<file path="config.mk">
export PLATFORM = sky130hd
export DESIGN_NAME = bile_seq
export DESIGN_NICKNAME = d
export VERILOG_FILES = /design/src/rtl/core/bile_pkg.sv /design/src/rtl/core/bile_seq.sv
export SDC_FILE = /design/constraint.sdc
export NUM_CORES = 1
export LEC_CHECK = 0
export BUFFER_PORTS_ARGS = -buffer_cell sky130_fd_sc_hd__buf_4
export CAP_MARGIN = 5
export CELL_PAD_IN_SITES_DETAIL_PLACEMENT = 1
export CELL_PAD_IN_SITES_GLOBAL_PLACEMENT = 1
export CORE_MARGIN = 2
export CORE_UTILIZATION = 40
export DETAILED_ROUTE_END_ITERATION = 7
export PLACE_DENSITY_LB_ADDON = 0.1
export SYNTH_ARGS = -nofsm -noshare
export SYNTH_HDL_FRONTEND = slang
export SYNTH_SLANG_ARGS = --single-unit
</file>
<file path="constraint.sdc">
create_clock -name i_clk -period 9.2 [get_ports i_clk]
set_input_delay 0.46 -clock i_clk [delete_from_list [all_inputs] [get_ports i_clk]]
set_output_delay 0.46 -clock i_clk [all_outputs]
set_load 0.03 [all_outputs]
</file>
<file path="src/rtl/core/bile_pkg.sv">
`timescale 1ns / 1ps
// Package for the bounded integer list engine: request and status codes,
// sequencer states and the request/result structs. No dependencies.
package bile_pkg;

    localparam int DEPTH_DEF = 1024;

    typedef enum logic [3:0] {
        K_GET      = 4'd0,
        K_SET      = 4'd1,
        K_APPEND   = 4'd2,
        K_POP      = 4'd3,
        K_INSERT   = 4'd4,
        K_REMOVE   = 4'd5,
        K_INDEX    = 4'd6,
        K_COUNT    = 4'd7,
        K_CONTAINS = 4'd8,
        K_CLEAR    = 4'd9,
        K_REVERSE  = 4'd10,
        K_SORT     = 4'd11,
        K_SUM      = 4'd12,
        K_ALL      = 4'd13,
        K_ANY      = 4'd14,
        K_LENGTH   = 4'd15
    } t_kind;

    typedef enum logic [2:0] {
        S_OK       = 3'd0,
        S_RANGE    = 3'd1,
        S_EMPTY    = 3'd2,
        S_NOTFOUND = 3'd3,
        S_FULL     = 3'd4
    } t_status;

    typedef enum logic [4:0] {
        ST_IDLE, ST_START, ST_GET,
        ST_INS_RD, ST_INS_WR,
        ST_SCAN_RD, ST_SCAN_EX,
        ST_REM_RD, ST_REM_WR,
        ST_REV_A, ST_REV_B, ST_REV_C, ST_REV_D,
        ST_SRT_A, ST_SRT_B, ST_SRT_C, ST_SRT_D,
        ST_DONE
    } t_state;

    typedef struct packed {
        t_kind              kind;
        logic signed [31:0] position;
        logic signed [63:0] operand;
    } t_req;

    typedef struct packed {
        logic signed [63:0] value;
        t_status            status;
    } t_res;

endpackage

</file>
<file path="src/rtl/core/bile_seq.sv">
`timescale 1ns / 1ps
// Request sequencer of the list engine: walks the element RAM one access a
// step and keeps the element count. Depends on bile_pkg.
module bile_seq
    import bile_pkg::*;
#(
    parameter int DEPTH = DEPTH_DEF,
    parameter int AW    = $clog2(DEPTH),
    parameter int CW    = $clog2(DEPTH + 1)
) (
    input  logic          i_clk,
    input  logic          i_rst_n,
    input  logic          i_start,
    input  t_req          i_req,
    input  logic          i_take,
    output logic          o_idle,
    output logic          o_done,
    output t_res          o_res,
    output logic [CW-1:0] o_length,
    output logic          o_we,
    output logic [AW-1:0] o_waddr,
    output logic [63:0]   o_wdata,
    output logic [AW-1:0] o_raddr,
    input  logic [63:0]   i_rdata
);
    t_state        r_state, n_state;
    t_req          r_req, n_req;
    logic [CW-1:0] r_count, n_count;
    logic [CW-1:0] r_i, n_i;
    logic [CW-1:0] r_j, n_j;
    logic [63:0]   r_acc, n_acc;
    logic [63:0]   r_tmp, n_tmp;
    t_status       r_status, n_status;

    logic signed [33:0] pos_adj;
    logic [33:0]        cnt_ext;
    logic               pos_ok;
    logic [CW-1:0]      ins_slot;
    logic               hit;

    // resolve a negative position against the current length
    always_comb begin
        cnt_ext = {{(34 - CW){1'b0}}, r_count};
        pos_adj = {{2{r_req.position[31]}}, r_req.position}
                  + (r_req.position[31] ? $signed(cnt_ext) : 34'sd0);
        pos_ok  = !pos_adj[33] && (pos_adj < $signed(cnt_ext));
        if (pos_adj[33]) begin
            ins_slot = '0;
        end else if (pos_adj > $signed(cnt_ext)) begin
            ins_slot = r_count;
        end else begin
            ins_slot = pos_adj[CW-1:0];
        end
        hit = (i_rdata == r_req.operand);
    end

    always_ff @(posedge i_clk) begin
        if (!i_rst_n) begin
            r_state <= ST_IDLE;
            r_count <= '0;
        end else begin
            r_state <= n_state;
            r_count <= n_count;
        end
        r_req    <= n_req;
        r_i      <= n_i;
        r_j      <= n_j;
        r_acc    <= n_acc;
        r_tmp    <= n_tmp;
        r_status <= n_status;
    end

    always_comb begin
        n_state  = r_state;
        n_req    = r_req;
        n_count  = r_count;
        n_i      = r_i;
        n_j      = r_j;
        n_acc    = r_acc;
        n_tmp    = r_tmp;
        n_status = r_status;
        o_we     = 1'b0;
        o_waddr  = '0;
        o_wdata  = r_req.operand;
        o_raddr  = '0;
        o_idle   = 1'b0;
        o_done   = 1'b0;
        case (r_state)
            ST_IDLE: begin
                o_idle = 1'b1;
                if (i_start) begin
                    n_req   = i_req;
                    n_state = ST_START;
                end
            end
            ST_START: begin
                n_acc    = '0;
                n_status = S_OK;
                n_i      = '0;
                n_state  = ST_DONE;
                case (r_req.kind)
                    K_GET: begin
                        if (pos_ok) begin
                            o_raddr = pos_adj[AW-1:0];
                            n_state = ST_GET;
                        end else begin
                            n_status = S_RANGE;
                        end
                    end
                    K_SET: begin
                        if (pos_ok) begin
                            o_we    = 1'b1;
                            o_waddr = pos_adj[AW-1:0];
                        end else begin
                            n_status = S_RANGE;
                        end
                    end
                    K_APPEND: begin
                        if (r_count >= CW'(DEPTH)) begin
                            n_status = S_FULL;
                        end else begin
                            o_we    = 1'b1;
                            o_waddr = r_count[AW-1:0];
                            n_count = r_count + 1'b1;
                        end
                    end
                    K_POP: begin
                        if (r_count == '0) begin
                            n_status = S_EMPTY;
                        end else begin
                            o_raddr = AW'(r_count - 1'b1);
                            n_count = r_count - 1'b1;
                            n_state = ST_GET;
                        end
                    end
                    K_INSERT: begin
                        if (r_count >= CW'(DEPTH)) begin
                            n_status = S_FULL;
                        end else begin
                            n_i     = r_count;
                            n_j     = ins_slot;
                            n_state = ST_INS_RD;
                        end
                    end
                    K_REMOVE, K_INDEX: begin
                        n_status = S_NOTFOUND;
                        n_state  = ST_SCAN_RD;
                    end
                    K_COUNT, K_CONTAINS, K_ANY: begin
                        n_state = ST_SCAN_RD;
                    end
                    K_SUM: begin
                        n_acc   = r_req.operand;
                        n_state = ST_SCAN_RD;
                    end
                    K_ALL: begin
                        n_acc   = 64'd1;
                        n_state = ST_SCAN_RD;
                    end
                    K_CLEAR: begin
                        n_count = '0;
                    end
                    K_REVERSE: begin
                        if (r_count > CW'(1)) begin
                            n_j     = r_count - 1'b1;
                            n_state = ST_REV_A;
                        end
                    end
                    K_SORT: begin
                        n_i     = CW'(1);
                        n_state = ST_SRT_A;
                    end
                    default: begin
                        n_acc = 64'(r_count);
                    end
                endcase
            end
            ST_GET: begin
                n_acc   = i_rdata;
                n_state = ST_DONE;
            end
            // insert: shift the tail up one slot, then drop the word in
            ST_INS_RD: begin
                if (r_i == r_j) begin
                    o_we    = 1'b1;
                    o_waddr = r_j[AW-1:0];
                    n_count = r_count + 1'b1;
                    n_state = ST_DONE;
                end else begin
                    o_raddr = AW'(r_i - 1'b1);
                    n_state = ST_INS_WR;
                end
            end
            ST_INS_WR: begin
                o_we    = 1'b1;
                o_waddr = r_i[AW-1:0];
                o_wdata = i_rdata;
                n_i     = r_i - 1'b1;
                n_state = ST_INS_RD;
            end
            // linear scan for search, count, sum, all, any and remove
            ST_SCAN_RD: begin
                if (r_i == r_count) begin
                    n_state = ST_DONE;
                end else begin
                    o_raddr = r_i[AW-1:0];
                    n_state = ST_SCAN_EX;
                end
            end
            ST_SCAN_EX: begin
                n_i     = r_i + 1'b1;
                n_state = ST_SCAN_RD;
                case (r_req.kind)
                    K_REMOVE: begin
                        if (hit) begin
                            n_status = S_OK;
                            n_j      = r_i;
                            n_state  = ST_REM_RD;
                        end
                    end
                    K_INDEX: begin
                        if (hit) begin
                            n_status = S_OK;
                            n_acc    = 64'(r_i);
                            n_state  = ST_DONE;
                        end
                    end
                    K_COUNT: begin
                        n_acc = r_acc + 64'(hit);
                    end
                    K_CONTAINS: begin
                        if (hit) begin
                            n_acc   = 64'd1;
                            n_state = ST_DONE;
                        end
                    end
                    K_SUM: begin
                        n_acc = r_acc + i_rdata;
                    end
                    K_ALL: begin
                        if (i_rdata == '0) begin
                            n_acc   = '0;
                            n_state = ST_DONE;
                        end
                    end
                    K_ANY: begin
                        if (i_rdata != '0) begin
                            n_acc   = 64'd1;
                            n_state = ST_DONE;
                        end
                    end
                    default: begin
                        n_state = ST_DONE;
                    end
                endcase
            end
            // remove: shift the tail down over the match
            ST_REM_RD: begin
                if (r_j + 1'b1 == r_count) begin
                    n_count = r_count - 1'b1;
                    n_state = ST_DONE;
                end else begin
                    o_raddr = AW'(r_j + 1'b1);
                    n_state = ST_REM_WR;
                end
            end
            ST_REM_WR: begin
                o_we    = 1'b1;
                o_waddr = r_j[AW-1:0];
                o_wdata = i_rdata;
                n_j     = r_j + 1'b1;
                n_state = ST_REM_RD;
            end
            // reverse: swap the two ends and move inward
            ST_REV_A: begin
                if (r_i < r_j) begin
                    o_raddr = r_i[AW-1:0];
                    n_state = ST_REV_B;
                end else begin
                    n_state = ST_DONE;
                end
            end
            ST_REV_B: begin
                n_tmp   = i_rdata;
                o_raddr = r_j[AW-1:0];
                n_state = ST_REV_C;
            end
            ST_REV_C: begin
                o_we    = 1'b1;
                o_waddr = r_i[AW-1:0];
                o_wdata = i_rdata;
                n_state = ST_REV_D;
            end
            ST_REV_D: begin
                o_we    = 1'b1;
                o_waddr = r_j[AW-1:0];
                o_wdata = r_tmp;
                n_i     = r_i + 1'b1;
                n_j     = r_j - 1'b1;
                n_state = ST_REV_A;
            end
            // insertion sort, ascending signed
            ST_SRT_A: begin
                if (r_i >= r_count) begin
                    n_state = ST_DONE;
                end else begin
                    o_raddr = r_i[AW-1:0];
                    n_state = ST_SRT_B;
                end
            end
            ST_SRT_B: begin
                n_tmp   = i_rdata;
                n_j     = r_i;
                n_state = ST_SRT_C;
            end
            ST_SRT_C: begin
                if (r_j == '0) begin
                    o_we    = 1'b1;
                    o_waddr = '0;
                    o_wdata = r_tmp;
                    n_i     = r_i + 1'b1;
                    n_state = ST_SRT_A;
                end else begin
                    o_raddr = AW'(r_j - 1'b1);
                    n_state = ST_SRT_D;
                end
            end
            ST_SRT_D: begin
                o_we    = 1'b1;
                o_waddr = r_j[AW-1:0];
                if ($signed(i_rdata) > $signed(r_tmp)) begin
                    o_wdata = i_rdata;
                    n_j     = r_j - 1'b1;
                    n_state = ST_SRT_C;
                end else begin
                    o_wdata = r_tmp;
                    n_i     = r_i + 1'b1;
                    n_state = ST_SRT_A;
                end
            end
            ST_DONE: begin
                o_done = 1'b1;
                if (i_take) begin
                    n_state = ST_IDLE;
                end
            end
            default: begin
                n_state = ST_IDLE;
            end
        endcase
    end

    assign o_res.value  = r_acc;
    assign o_res.status = r_status;
    assign o_length     = r_count;
endmodule

</file>
## Word level (Yosys, flattened, before mapping)

Index checks and enable logic that the tools add are counted.

| storage, ports and cells | value |
|---|---|
| register bits | 269 |
| output and inout bits | 165 |
| word-level logic and storage cells | 195 |

| operators by class | value |
|---|---|
| add/subtract/negate cells | 9 |
| $lt $le $gt $ge | 7 |
| equal/unequal tests | 56 |
| multiplexer cells | 80 |
| reductions and logical operators | 33 |

Operator list:

| kind | count |
|---|---|
| 64-bit 2-to-1 mux | 6 |
| 64-bit one-hot mux with 3 select lines | 2 |
| 64-bit one-hot mux with 6 select lines | 1 |
| 64-bit one-hot mux with 4 select lines | 1 |
| 11-bit 2-to-1 mux | 15 |
| 10-bit 2-to-1 mux | 10 |
| 5-bit one-hot mux with 18 select lines | 1 |
| 10-bit one-hot mux with 8 select lines | 1 |
| 5-bit 2-to-1 mux | 15 |
| 11-bit one-hot mux with 3 select lines | 2 |
| 11-bit one-hot mux with 6 select lines | 1 |
| 64-bit by 1-bit adder with 64-bit output | 1 |
| 64-bit adder | 1 |
| 64-bit == test | 1 |
| 64-bit > comparator | 1 |
| 64-bit zero test | 1 |
| 64-bit nonzero test | 1 |
| 11-bit one-hot mux with 5 select lines | 1 |
| 11-bit one-hot mux with 2 select lines | 2 |
| 5-bit by 4-bit == test with 1-bit output, second input constant | 8 |
| 10-bit one-hot mux with 2 select lines | 2 |
| 10-bit one-hot mux with 4 select lines | 1 |
| 11-bit by 1-bit adder with 11-bit output, second input constant | 3 |
| 32-bit by 12-bit adder with 33-bit output | 1 |
| 49 further kinds | 106 |

## Depth between registers and ports, before layout

| depth | value |
|---|---|
| depth after elaboration | 8 |
| gate-level depth with buffers | 29 |
| depth with buffers taken out | 27 |

## Least setup slack after synthesis

OpenSTA, ideal clock, no wires.

| timing path | value |
|---|---|
| path kind | input port to flip-flop |
| start point | in i_rdata[26] |
| end point | reg r_acc[0] (enable) |
| setup time | 574 ps |
| arrival time | 6349 ps |
| required time | 8626 ps |
| slack | 2277 ps |
| stages on the path | 7 |
| cell sequence | nor4_1 -> nand4_1 -> nor4_1 -> mux2i_1 -> a22o_1 -> a21oi_1 -> o21ai_0 |

| on the way | value |
|---|---|
| cells in the longest elaborated chain, start to end | 3 |

Ends and longest elaborated chain:

| what | RTL line | RTL |
|---|---|---|
| start, declared | bile_seq.sv:24 | `input logic [63:0] i_rdata` |
| 64-bit == test, or another cell as far along | bile_seq.sv:54 | `hit = (i_rdata == r_req.operand);` |
| 3-bit != test (no source line) | -- |  |
| 6-bit AND reduction (no source line) (*) | -- |  |
| end signal, assigned | bile_seq.sv:68 | `r_acc <= n_acc;` |
| end, declared | bile_seq.sv:31 | `logic [63:0] r_acc, n_acc;` |

Every way passes the cells marked *; elsewhere a longest branch is shown, timed or not.
A chain may end at the register's enable or synchronous reset.

## Worst setup path in the final report

| timing path | value |
|---|---|
| start point | reg r_req[95] in the netlist's numbering |
| end point | out o_raddr[4] |

| on the way | value |
|---|---|
| cells in the longest elaborated chain, start to end | 7 |

Ends and longest elaborated chain:

| what | RTL line | RTL |
|---|---|---|
| start, declared | bile_seq.sv:27 | `t_req r_req, n_req;` |
| start signal, assigned | bile_seq.sv:65 | `r_req <= n_req;` |
| 11-bit 2-to-1 mux | bile_seq.sv:45 | `+ (r_req.position[31] ? $signed(cnt_ext) : 34'sd0);` |
| 32-bit by 12-bit adder with 33-bit output (*) | bile_seq.sv:45 |  |
| 33-bit by 12-bit < comparator with 1-bit output / 1-bit zero test (equally long branches) | bile_seq.sv:46 | `pos_ok = !pos_adj[33] && (pos_adj < $signed(cnt_ext));` |
| 1-bit logical AND | bile_seq.sv:46 |  |
| 10-bit 2-to-1 mux (*) | bile_seq.sv:103 | `if (pos_ok) begin` |
| 10-bit one-hot mux with 2 select lines (*) | bile_seq.sv:101 | `case (r_req.kind)` |
| 10-bit one-hot mux with 8 select lines (*) | bile_seq.sv:88 | `case (r_state)` |
| end, declared | bile_seq.sv:23 | `output logic [AW-1:0] o_raddr,` |

Marks and branches as above.

==> results.sh <==
export IMPL_worstSetupPathType="register to output pin"
export IMPL_num_vias=22800
export IMPL_nets=3128
export IMPL_path_clk_slew_ns=0.06
export IMPL_drt_wirelength_per_cell_um=29.1
export IMPL_drc_errors=0
export IMPL_clockBufferDepth=3
export IMPL_gr_usage_all_layers_pct=34.1
export IMPL_syn_num_nets=2872
export IMPL_grt_antenna_before_repair=3
export IMPL_hpwl_um=77400
export IMPL_seqCellArea_um2=7920
export IMPL_synthTopCellsByArea="edfxtp_1, ha_1, xnor2_1"
export IMPL_power_share_sequential_pct=27.5
export IMPL_drtAntennaViolNets=0
export IMPL_clk_latency_ns=0.59
export IMPL_yosysMostFrequentCell="edfxtp_1"
export IMPL_cts_tree="built"
export IMPL_synth_area_um2=22900
export IMPL_pwr_share_clk_pct=15.0
export IMPL_vdd_drop_max_v=0.000191
export IMPL_drive_gt1_share_pct=16.8
export IMPL_slew_headroom_pct=11.9
export IMPL_worstPathCellList="and2_1, ha_1, inv_1, fa_1, nand2b_1, nand2b_1, a21oi_1, xnor2_1, ha_1, o21a_1, o21ai_0, nand2b_1, a21oi_1, nor2b_1, o21ai_0, a21oi_1, nor3_1, ha_1, and3_1, a32o_1, a221oi_1, o21ai_0, a221o_1, buf_4"
export IMPL_crit_buf_inv=2
export IMPL_placed_cells=3497
export IMPL_synth_edf_count=253
export IMPL_synthToLayoutAreaGrowth_pct=18.6
export IMPL_leakage_nw=10.9
export IMPL_ys_flop_type="edfxtp_1"
export IMPL_worstMarginPinSlew_ns=1.31
export IMPL_start_kind="register"
export IMPL_dieArea_um2=59100
export IMPL_htree_levels=2
export IMPL_synth_seq_area_share_pct=34.6
export IMPL_via_per_inst=6.40
export IMPL_timing_fmax_ghz=0.156
export IMPL_synth_cell_types=91
export IMPL_synth_cells=2523
export IMPL_endpoint_kind="output pin"
export IMPL_drv_slew=0
export IMPL_stdcell_count=3560
export IMPL_status="completed"
export IMPL_gp_congestion=0.947
export IMPL_yosysWarnings=0
export IMPL_first_iter_violations=1869
export IMPL_grt_pass1_wl_um=153000
export IMPL_cp_top_family="simple AND/OR/NAND/NOR gates"
export IMPL_first_global_vias=23100
export IMPL_synth_common_cells="edfxtp_1, nand2_1, ha_1"
export IMPL_synth_avg_cell_area_um2=9.07
export IMPL_hold_path_class="primary input to register"
export IMPL_rsz0062_at_grt="false"
export IMPL_num_rows=87
export IMPL_swShare_pct=50.6
export IMPL_power_switching_w=0.00463
export IMPL_num_fill_cells=6487
export IMPL_drt_pass1_iter_count=7
export IMPL_worstPathRequired_ns=8.74
export IMPL_fin_crit_sh_pct=69.7
export IMPL_core_um2=56500
export IMPL_finalCriticalPeriod_ns=6.41
export IMPL_grt_remaining_overflow=0
export IMPL_powerDensity_nw_per_um2=337
export IMPL_cts_made_buffers=36
export IMPL_synth_seq_cells=269
export IMPL_pin_count=333
export IMPL_postCtsSetupBuffers=0
export IMPL_fp_dieW_um=243
export IMPL_die_h_um=243
export IMPL_start_util_pct=40.5
export IMPL_combPwrFrac_pct=57.5
export IMPL_fin_skew_ns=0.0349
export IMPL_final_hold_violation_count=0
export IMPL_worstPathMaxFanout=15
export IMPL_port_buffers=332
export IMPL_p_int_w=0.00451
export IMPL_wirelength_um=104000
export IMPL_root_buffer="clkbuf_16"
export IMPL_multiInputGateArea_um2=13900
export IMPL_cts_sinks=269
export IMPL_async_reset_ff_share_pct=0
export IMPL_regToRegSetupSlack_ns=3.23
export IMPL_grt_max_degree=70
export IMPL_synth_top_cell_by_area="edfxtp_1"
export IMPL_max_cap_violations=0
export IMPL_max_stage_delay_ns=0.66
export IMPL_post_cts_resized=0
export IMPL_cts_hold_buf=0
export IMPL_arrival_ns=5.95
export IMPL_tns_ns=0
export IMPL_finalSetupViolations=0
export IMPL_crit_slowest_cell="edfxtp_1"
export IMPL_synth_top_area_share_pct=33.2
==> logic make-up (layout without fill, tap and decap cells) <==
| group | after synthesis | in the layout | synth area share [%] |
|---|---|---|---|
| simple gates | 742 | 742 | 16.4 |
| flops | 269 | 269 | 34.6 |
| mux | 7 | 7 | 0.306 |
| compound gates | 859 | 859 | 26.9 |
| buf+inv | 281 | 561 | 4.85 |
| fa+ha+maj | 181 | 181 | 9.96 |
| other cells | 0 | 1 | 0 |
| xor+xnor | 184 | 184 | 7.04 |
==> final timing paths <==
check	endpoint	depth (start not counted)	from
max reg2reg	r_acc[38]	17	r_req[97]
max	o_raddr[4]	24	r_req[95]
min	r_req[19]	1	i_req[19]
min reg2reg	r_acc[48]	2	r_req[48]
==> cells in the final DEF (no fill, tap or decap), drive strengths merged, types with 15 or more instances in the layout <==
cell    Yosys  final
nand4      67     67
buf        41    366
a22oi      78     78
a22o       68     68
nor2b      21     21
inv       132    132
nand3      88     88
nand2     184    184
and2       84     84
clkbuf    107     49
o21a       18     18
o21bai     21     21
ha        179    179
a21oi     149    149
xor2       35     35
a21o       74     74
o21ai     179    179
nor4       42     42
o211ai     28     28
nand2b     17     17
a211oi     18     18
and3       20     20
o221ai     15     15
xnor2     149    149
dfxtp      16     16
a221oi     17     17
o22ai      16     16
nor3       53     53
a31oi      17     17
nor2      130    130
edfxtp    253    253
a221o      82     82
==> registers in the layout, indices dropped and copies added (netlist names) <==
name	cells
r_status	3
r_i	11
r_tmp	64
r_acc	64
r_state	5
r_j	11
r_req	100
o_length	11
==> power groups by stage <==
stage	registers, W	clock network (W)	logic (W)
after floorplan	0.00253	0	0.00316
after global placement	0.00252	0	0.00513
after detailed placement	0.00252	0	0.00520
after CTS	0.00250	0.00139	0.00523
after global routing	0.00255	0.00143	0.00559
final	0.00251	0.00137	0.00526
==> metrics by stage <==
stage	total power (W)	worst slack (ns)	utilization, %	instance area, um2	hold slack (ns)
floorplan	0.00569	2.28	-	22900	0.559
global placement	0.00765	3.19	46.1	26100	0.623
detailed placement	0.00772	3.29	46.1	26100	0.639
CTS	0.00912	2.85	48.0	27100	0.0342
global route	0.00957	2.47	48.0	27100	0.0315
finish	0.00914	2.79	48.0	27100	0.0449
==> routing by layer <==
metal	GRT usage (%)	up-vias	part of all wire (%)
li1	-	10200	-
met1	42.9	11400	41
met2	55.7	971	46
met3	7.03	221	7.3
met4	16.3	2	5.2
met5	0	-	0.013
==> layout make-up <==
class                           count  area share [%]
Multi-Input combinational cell   1973            51.4
Sequential cell                   269            29.2
Timing Repair Buffer              366            10.1
Clock buffer                       49            3.66
Tap cell                          756            3.48
Inverter                          133            1.84
Clock inverter                     13           0.346
Antenna cell                        1         0.00922
(Power assumes the default switching activity.)
